==> config.mk <==
export PLATFORM = sky130hd
export DESIGN_NAME = channel_credit_table
export DESIGN_NICKNAME = d
export VERILOG_FILES = /design/src/rtl/cct_pkg.sv /design/src/rtl/cct_cell.sv /design/src/rtl/channel_credit_table.sv
export VERILOG_INCLUDE_DIRS = /design/src /design/src/rtl
export SDC_FILE = /design/constraint.sdc
export NUM_CORES = 2
export LEC_CHECK = 0
export BUFFER_PORTS_ARGS = -buffer_cell sky130_fd_sc_hd__buf_2
export CORE_MARGIN = 3
export CORE_UTILIZATION = 43
export DETAILED_ROUTE_END_ITERATION = 6
export HOLD_SLACK_MARGIN = 0.05
export PLACE_DENSITY = 0.56
export SYNTH_ARGS = -nofsm -noshare
export SYNTH_HDL_FRONTEND = slang
export SYNTH_SLANG_ARGS = --single-unit
==> constraint.sdc <==
create_clock -name clk -period 17.64 [get_ports clk]
set_input_delay 4.41 -clock clk [delete_from_list [all_inputs] [get_ports clk]]
set_output_delay 4.41 -clock clk [all_outputs]
set_load 0.02 [all_outputs]
==> src/rtl/assert_macros.svh <==
// ---------------------------------------------------------------------------
// assert_macros.svh
// Assertion shorthands for the channel credit table RTL.
// ---------------------------------------------------------------------------
`ifndef ASSERT_MACROS_SVH
`define ASSERT_MACROS_SVH

// antecedent implies consequent in the same cycle
`define ASSERT_IMPL(lbl, clk, rst_n, ante, cons) \
	lbl: assert property (@(posedge clk) disable iff (!rst_n) (ante) |-> (cons)) \
		else $error("assertion failed: implication");

// antecedent implies consequent in the next cycle
`define ASSERT_NEXT(lbl, clk, rst_n, ante, cons) \
	lbl: assert property (@(posedge clk) disable iff (!rst_n) (ante) |=> (cons)) \
		else $error("assertion failed: next-cycle implication");

// condition never holds
`define ASSERT_NEVER(lbl, clk, rst_n, cond) \
	lbl: assert property (@(posedge clk) disable iff (!rst_n) !(cond)) \
		else $error("assertion failed: forbidden condition");

`endif

==> src/rtl/cct_pkg.sv <==
// ---------------------------------------------------------------------------
// cct_pkg
// Shared types and codes of the channel credit table.
// ---------------------------------------------------------------------------
package cct_pkg;

	localparam int ID_W = 31;
	localparam logic [ID_W-1:0] ID_RESET = 31'd100;

	localparam logic [1:0] OP_OPEN    = 2'd0;
	localparam logic [1:0] OP_CONSUME = 2'd1;
	localparam logic [1:0] OP_CLOSE   = 2'd2;

	localparam logic [1:0] ST_OK        = 2'd0;
	localparam logic [1:0] ST_NO_FREE   = 2'd1;
	localparam logic [1:0] ST_NOT_FOUND = 2'd2;
	localparam logic [1:0] ST_TOO_SMALL = 2'd3;

	typedef struct packed {
		logic [1:0]      operation;
		logic [ID_W-1:0] channel_id;
		logic [ID_W-1:0] initial_window;
		logic [ID_W-1:0] byte_count;
	} req_t;

	typedef struct packed {
		logic [1:0]      status;
		logic [ID_W-1:0] value;
		logic [4:0]      active_count;
	} rsp_t;

	// broadcast from the controller to every cell
	typedef struct packed {
		logic            cmp;
		logic            apply;
		req_t            req;
		logic [ID_W-1:0] new_id;
	} cmd_t;

	// handed from each cell to its upper neighbor
	typedef struct packed {
		logic            taken;
		logic            ok;
		logic [ID_W-1:0] value;
	} link_t;

endpackage

==> src/rtl/cct_cell.sv <==
// ---------------------------------------------------------------------------
// cct_cell
// One slot of the table: open flag, channel id and credit window, with
// local compare stage and a claim link to the next cell.
// ---------------------------------------------------------------------------
module cct_cell import cct_pkg::*; (
	input  logic  clk,
	input  logic  arst_n,
	input  cmd_t  cmd,
	input  link_t link_in,
	output link_t link_out
);

	logic            open_q;
	logic [ID_W-1:0] id_q;
	logic [ID_W-1:0] win_q;

	logic            hit_s1;
	logic            free_s1;
	logic            ge_s1;
	logic [ID_W-1:0] diff_s1;

	logic want;
	logic mine;

	always_ff @(posedge clk) begin
		if (cmd.cmp) begin
			hit_s1  <= open_q && (id_q == cmd.req.channel_id);
			free_s1 <= !open_q;
			ge_s1   <= (win_q >= cmd.req.byte_count);
			diff_s1 <= win_q - cmd.req.byte_count;
		end
	end

	always_comb begin
		case (cmd.req.operation)
			OP_OPEN:    want = free_s1;
			OP_CONSUME: want = hit_s1;
			OP_CLOSE:   want = hit_s1;
			default:    want = 1'b0;
		endcase
	end

	assign mine = cmd.apply && want && !link_in.taken;

	always_comb begin
		if (link_in.taken) begin
			link_out = link_in;
		end else begin
			link_out.taken = want;
			link_out.ok    = want && ((cmd.req.operation != OP_CONSUME) || ge_s1);
			link_out.value = (want && (cmd.req.operation == OP_CONSUME) && ge_s1) ?
				diff_s1 : '0;
		end
	end

	always_ff @(posedge clk or negedge arst_n) begin
		if (!arst_n) begin
			open_q <= 1'b0;
		end else if (mine) begin
			if (cmd.req.operation == OP_OPEN) begin
				open_q <= 1'b1;
			end else if (cmd.req.operation == OP_CLOSE) begin
				open_q <= 1'b0;
			end
		end
	end

	always_ff @(posedge clk) begin
		if (mine) begin
			if (cmd.req.operation == OP_OPEN) begin
				id_q  <= cmd.new_id;
				win_q <= cmd.req.initial_window;
			end else if ((cmd.req.operation == OP_CONSUME) && ge_s1) begin
				win_q <= diff_s1;
			end
		end
	end

endmodule

==> src/rtl/channel_credit_table.sv <==
// ---------------------------------------------------------------------------
// channel_credit_table
// Fixed table of channel slots with open, consume and close requests.
// Built as a row of slot cells; the lowest claiming cell wins via a
// claim link passed from cell to cell.
// ---------------------------------------------------------------------------
//  channel | direction | payload | handshake
//  req     | in        | req_t   | req_valid / req_stall
//  rsp     | out       | rsp_t   | rsp_valid / rsp_stall
//
//  Each request first runs the per-cell id and window compares, which are
//  registered, then the claim along the cell row and the slot update.
//  A new request is taken in the cycle its predecessor resolves.
//  The response register holds while rsp_stall is high; a pending request
//  waits for it and req_stall stays high meanwhile.
//  Reset clears all open flags, the count and sets the next id to 100.
// ---------------------------------------------------------------------------
`include "assert_macros.svh"

module channel_credit_table import cct_pkg::*; #(
	parameter int SLOT_COUNT = 16
) (
	input  logic clk,
	input  logic arst_n,
	input  logic req_valid,
	output logic req_stall,
	input  req_t req,
	output logic rsp_valid,
	input  logic rsp_stall,
	output rsp_t rsp
);

	localparam int CNT_W = $clog2(SLOT_COUNT + 1);

	req_t             req_q;
	logic             v1_q;
	logic             v2_q;
	logic             rsp_valid_q;
	rsp_t             rsp_q;
	logic [CNT_W-1:0] count_q;
	logic [ID_W-1:0]  next_id_q;

	logic             resolve;
	logic             accept;
	cmd_t             cmd;
	link_t            link [0:SLOT_COUNT];
	link_t            last;
	logic [CNT_W-1:0] count_next;
	logic [CNT_W+4:0] count_ext;
	logic [1:0]       status;
	logic [ID_W-1:0]  value;
	logic             opened;
	logic             closed;

	assign resolve   = v2_q && (!rsp_valid_q || !rsp_stall);
	assign req_stall = v1_q || (v2_q && !resolve);
	assign accept    = req_valid && !req_stall;

	assign cmd.cmp    = v1_q;
	assign cmd.apply  = resolve;
	assign cmd.req    = req_q;
	assign cmd.new_id = next_id_q;

	assign link[0] = '0;

	for (genvar i = 0; i < SLOT_COUNT; i++) begin : g_cell
		cct_cell u_cell (
			.clk      (clk),
			.arst_n   (arst_n),
			.cmd      (cmd),
			.link_in  (link[i]),
			.link_out (link[i+1])
		);
	end

	assign last   = link[SLOT_COUNT];
	assign opened = (req_q.operation == OP_OPEN) && last.taken;
	assign closed = (req_q.operation == OP_CLOSE) && last.taken;

	always_comb begin
		status = ST_OK;
		value  = '0;
		case (req_q.operation)
			OP_OPEN: begin
				status = last.taken ? ST_OK : ST_NO_FREE;
				value  = last.taken ? next_id_q : '0;
			end
			OP_CONSUME: begin
				if (!last.taken) begin
					status = ST_NOT_FOUND;
				end else if (!last.ok) begin
					status = ST_TOO_SMALL;
				end else begin
					value = last.value;
				end
			end
			OP_CLOSE: begin
				status = last.taken ? ST_OK : ST_NOT_FOUND;
			end
			default: begin
				status = ST_OK;
			end
		endcase
	end

	always_comb begin
		count_next = count_q;
		if (opened) begin
			count_next = count_q + 1'b1;
		end else if (closed) begin
			count_next = count_q - 1'b1;
		end
	end

	assign count_ext = {5'b0, count_next};

	always_ff @(posedge clk) begin
		if (accept) begin
			req_q <= req;
		end
		if (resolve) begin
			rsp_q.status       <= status;
			rsp_q.value        <= value;
			rsp_q.active_count <= count_ext[4:0];
		end
	end

	always_ff @(posedge clk or negedge arst_n) begin
		if (!arst_n) begin
			v1_q        <= 1'b0;
			v2_q        <= 1'b0;
			rsp_valid_q <= 1'b0;
			count_q     <= '0;
			next_id_q   <= ID_RESET;
		end else begin
			v1_q <= accept;
			if (v1_q) begin
				v2_q <= 1'b1;
			end else if (resolve) begin
				v2_q <= 1'b0;
			end
			if (resolve) begin
				rsp_valid_q <= 1'b1;
				count_q     <= count_next;
				if (opened) begin
					next_id_q <= next_id_q + 1'b1;
				end
			end else if (!rsp_stall) begin
				rsp_valid_q <= 1'b0;
			end
		end
	end

	assign rsp_valid = rsp_valid_q;
	assign rsp       = rsp_q;

	`ASSERT_NEVER(a_one_stage_busy, clk, arst_n, v1_q && v2_q)
	`ASSERT_IMPL(a_count_bound, clk, arst_n, 1'b1, count_q <= CNT_W'(SLOT_COUNT))
	`ASSERT_NEXT(a_id_only_on_resolve, clk, arst_n, !resolve, $stable(next_id_q))
	`ASSERT_NEXT(a_accept_to_compare, clk, arst_n, accept, v1_q && !v2_q)

endmodule
## Word-level counts from Yosys, hierarchy flattened

Index checks and enable logic that the tools add are counted.

- Flip-flop bits (word level): 1724
- Output and inout bits: 40
- Logic and storage cells: 513

- $add $sub $neg: 19
- Eq/ne operators: 20
- Reduce and logical (&&, ||, !) cells: 238
- Order comparisons: 16
- Multiplexer cells: 96

Operators with widths:

| cell | count |
|---|---|
| $mux 31 | 51 |
| $eq 31x31->1 | 16 |
| $ge 31x31->1 | 16 |
| $sub 31x31->31 | 16 |
| $mux 33 | 15 |
| $logic_and 1x1->1 | 116 |
| $reduce_and 2->1 | 49 |
| $pmux 31 s2 | 1 |
| $reduce_bool 2->1 | 18 |
| $logic_not 1->1 | 35 |
| $pmux 1 s2 | 16 |
| $add 31x1->31 const B | 1 |
| $logic_or 1x1->1 | 18 |
| $mux 5 | 2 |
| $mux 1 | 7 |
| $mux 2 | 3 |
| $pmux 2 s3 | 1 |
| $add 5x1->5 const B | 1 |
| $sub 5x1->5 const B | 1 |
| $ne 2x1->1 const B | 2 |
| $eq 2x1->1 const B | 1 |
| $eq 2x2->1 const B | 1 |
| $logic_not 2->1 | 1 |
| $reduce_or 2->1 | 1 |

## Longest topological paths before layout

- Depth in word-level cells: 24
- Depth in mapped cells: 17
- Mapped depth without buffers: 13

## Modules after synthesis

Synthesis repeated with hierarchy kept, for this count alone.

- Cell total of the unflattened synthesis: 9098
- Area, all modules: 103898.4 um2

Modules (own cells, without submodules):

| module | cells an instance | sequential area each (um2) | area an instance (um2) | instances |
|---|---|---|---|---|
| cct_cell at g_cell[14].u_cell ... | 551 | 2907.8 | 6150.9 | 8 |
| cct_cell at g_cell[0].u_cell ... | 556 | 2907.8 | 6143.4 | 5 |
| cct_cell at g_cell[7].u_cell ... | 517 | 2907.8 | 5889.4 | 3 |
| channel_credit_table | 359 | 4973.5 | 6306.0 | 1 |

## Worst setup path after synthesis

Ideal clock, no wire load.

- Path kind: reg2out
- Start: register v1_q
- End: output req_stall
- Arrival: 12.456 ns
- Cell stages (with the launch flop): 2
- Setup slack: 0.774 ns
- Path through: dfrtp_1 -> a31o_2

- Word-level cells in the longest chain between the ends: 1

Ends and longest elaborated chain:

| item | RTL line | RTL |
|---|---|---|
| start, declared | channel_credit_table.sv:36 | `logic v1_q;` |
| start signal, assigned | channel_credit_table.sv:136 | `v1_q <= accept;` |
| $logic_or 1x1->1 | channel_credit_table.sv:56 | `assign req_stall = v1_q \|\| (v2_q && !resolve);` |
| end, declared | channel_credit_table.sv:26 | `output logic req_stall,` |

No other way between the ends.

## Final worst setup path

- Start: input rsp_stall
- End: output req_stall

- Word-level cells in the longest chain between the ends: 6

Ends and longest elaborated chain:

| item | RTL line | RTL |
|---|---|---|
| start, declared | channel_credit_table.sv:29 | `input logic rsp_stall,` |
| $logic_not 1->1 | n/a |  |
| $logic_or 1x1->1 | channel_credit_table.sv:55 | `assign resolve = v2_q && (!rsp_valid_q \|\| !rsp_stall);` |
| $logic_and 1x1->1 | channel_credit_table.sv:55 |  |
| $logic_not 1->1 | channel_credit_table.sv:56 |  |
| $logic_and 1x1->1 | channel_credit_table.sv:56 |  |
| $logic_or 1x1->1 | channel_credit_table.sv:56 |  |

No other way between the ends.

==> results.cfg <==
[global_route]
grt_pass1_vias = 61400
grt_pass1_wl_um = 431800
track_usage_pct = 27.21
overflow = 0
grt_max_degree = 148
antenna_found_initial = 13

[worst_setup_path]
cp-start-kind = primary input
critPathSlowestCell = a31o_2
crit_path_frequent_cell = buf_2
path_buf_inv = 2
cp.arrival_ns = 4.94
cp-end-kind = output pin
crit_chain = buf_2, a31o_2, buf_2
cpPeakStageDelay_ns = 0.25
critPathMaxFanout = 3
crit_family = buffers and inverters
worstSetupPathType = in2out
crit_required_ns = 13.23

[timing]
final_hold_viol_count = 0
fin_crit_sh_pct = 53.02
fin_skew_ns = 0.02463
finalSetupViolations = 0
grt_setup_unrepaired = no
worstMarginPinSlew_ns = 1.310
tns_ns = 0
clock.fmax_mhz = 106.9
slew_headroom_pct = 11.85
drv_slew = 0
worst_hold_slack_ns = 0.4902
min_period_ns = 9.353

[power_and_ir_drop]
power_leakage_uw = 0.03957
irDropWorstVdd_uv = 105.7
power_uw = 10830
powerDensity_mw_per_mm2 = 105.8

[final_layout]
multi_input_area_sq_mm = 0.03628
final_common_cell = edfxtp_1
area.sequential_sq_mm = 0.05152
final_cell_mix = 1669 x edfxtp_1, 723 x inv_1, 715 x o21ai_0, 556 x a21oi_1, 517 x xor2_1
layout-drive-gt1-share_pct = 8.422
layout.nets = 8730
areaGrowthSynthToFinish_pct = 12.03
fill_cells = 18740
fin_cells = 11090

[yosys]
synth-seq-cells = 1724
synth_edf_count = 1669
ys.flop_type = edfxtp_1
synth_top_area_share_pct = 54.82
ys_async_sr_fraction_pct = 3.190
synth_area_per_cell_sq_um = 11.61
synth_fp_nets = 8493
synthesis.instances = 7875
synth_cell_types = 97
synthesis.area_sq_mm = 0.09143
synth_warnings = 0
yosysSeqAreaShare_pct = 56.33
yosys-top-cells-area = edfxtp_1 55%, ha_1 6.9%, xor2_1 5.0%
synth_top_area_cell = edfxtp_1

[drt]
wl_um = 304500
wl_met2_um = 138000
drt_pass1_iterations = 7
ant_nets = 0
wl_met1_um = 129700
drc = 0
top_layer = met4
drtIter0Drc = 7334
viasPerCell = 5.921
route.met3.wl_um = 26890
vias = 65650
wl_per_cell_um = 27.46

[floorplanning]
io_pins = 139
std_cell_rows = 168
initial_core_util_pct = 43.45
chipHeight_um = 467.1
dieArea_sq_mm = 0.2182
coreArea_sq_mm = 0.2104
die_x_um = 467.1

[placement]
place_hpwl_um = 206200
io_buffer_count = 138
placed_cells = 10720
gp_congestion = 0.9144

[clocking]
path_clk_slew_ns = 0.06
cts.sinks = 1724
cts_setup_buffers = 0
cts_buffers = 192
ctsResizeCount = 0
cts_htree_levels = 4
root_buffer = clkbuf_16
clockBufferDepth = 3
cts_tree = built
cts_hold_buf = 0
insertion_delay_ns = 0.84

[run]
maxCapViolations = 0

[hold_path]
min_path_type = reg2reg

[run_status]
status = complete, no violations
-- synthesized netlist by cell type, drive strengths merged, types with 17 or more instances --
cell    number
edfxtp    1669
o21ai      765
inv        724
a21oi      557
xor2       517
ha         503
xnor2      429
nand2      352
nor2       305
a21o       240
clkbuf     206
nand3      141
nand4      136
nor4       133
nor3       117
nand2b      83
a221oi      73
nor2b       73
and3        71
o21a        70
a31oi       62
buf         59
a22oi       53
dfrtp       52
o21bai      50
a211oi      36
o31ai       26
o211ai      25
or3         25
and2        21
or2         20
a21boi      19
a211o       17
-- power by group --
group / switching [uW] / internal [uW] / leakage [uW]
Sequential: 153 / 4830 / 0.0160
Combinational: 1150 / 552 / 0.0205
Clock: 1740 / 2410 / 0.00308
Total: 3040 / 7790 / 0.0396
-- layout make-up --
class / count / share of cell area, %
Sequential cell: 1724 / 50.30
Multi-Input combinational cell: 5162 / 35.42
Clock buffer: 255 / 5.112
Tap cell: 2805 / 3.427
Inverter: 724 / 2.653
Timing Repair Buffer: 308 / 1.957
Clock inverter: 103 / 1.117
Antenna cell: 7 / 0.01710
-- state kept, by name, summed over array words and instances (netlist names) --
| name | cells |
|---|---|
| g_cell.u_cell.ge_s1 | 16 |
| g_cell.u_cell.diff_s1 | 496 |
| v2_q | 1 |
| g_cell.u_cell.id_q | 496 |
| rsp | 38 |
| cmd | 95 |
| g_cell.u_cell.free_s1 | 16 |
| g_cell.u_cell.win_q | 496 |
| g_cell.u_cell.hit_s1 | 16 |
| rsp_valid | 1 |
| next_id_q | 31 |
| v1_q | 1 |
| g_cell.u_cell.open_q | 16 |
| count_q | 5 |
-- final timing paths --
kind	from	endpoint	slack [ns]	depth (start not counted)
hold reg to reg	count_q[4]	count_q[4]	0.49	1
hold / removal	count_q[4]	count_q[4]	0.49	1
setup / recovery	rsp_stall	req_stall	8.29	3
max in group asynchronous	arst_n	v1_q	13.19	2
min in group asynchronous	arst_n	g_cell[14].u_cell.open_q	3.77	2
setup reg to reg	cmd[124]	rsp[18]	11.65	12
-- layer usage --
metal | global-route usage [%] | vias up
met5 | 0 | -
met4 | 8.471 | 0
met3 | 5.195 | 539
met2 | 42.52 | 2816
met1 | 38.31 | 32720
li1 | - | 29580
-- kinds of logic (layout without fill, tap and decap cells) --
| logic type | after synthesis | count (layout) | share of synthesized area [%] |
|---|---|---|---|
| AOI/OAI and AO/OA | 2162 | 2162 | 14.64 |
| xor gates and xnor gates | 946 | 946 | 9.063 |
| adders and majority gates | 519 | 519 | 7.234 |
| buffers and inverters | 989 | 1390 | 4.154 |
| DFF | 1724 | 1724 | 56.33 |
| muxes | 4 | 4 | 0.04380 |
| other | 0 | 7 | 0 |
| and+or+nand+nor | 1531 | 1531 | 8.538 |
-- stage by stage --
step / util [%] / cell area [sq um] / setup WS [ns]
2_1_floorplan: - / 91430 / 0.7743
3_3_place_gp: 45.64 / 96020 / 8.286
3_5_place_dp: 45.64 / 96020 / 8.288
4_1_cts: 48.67 / 102400 / 8.289
5_1_grt: 48.67 / 102400 / 8.284
6_report: 48.68 / 102400 / 8.287
Note: power is estimated with default switching activity, not from simulation.
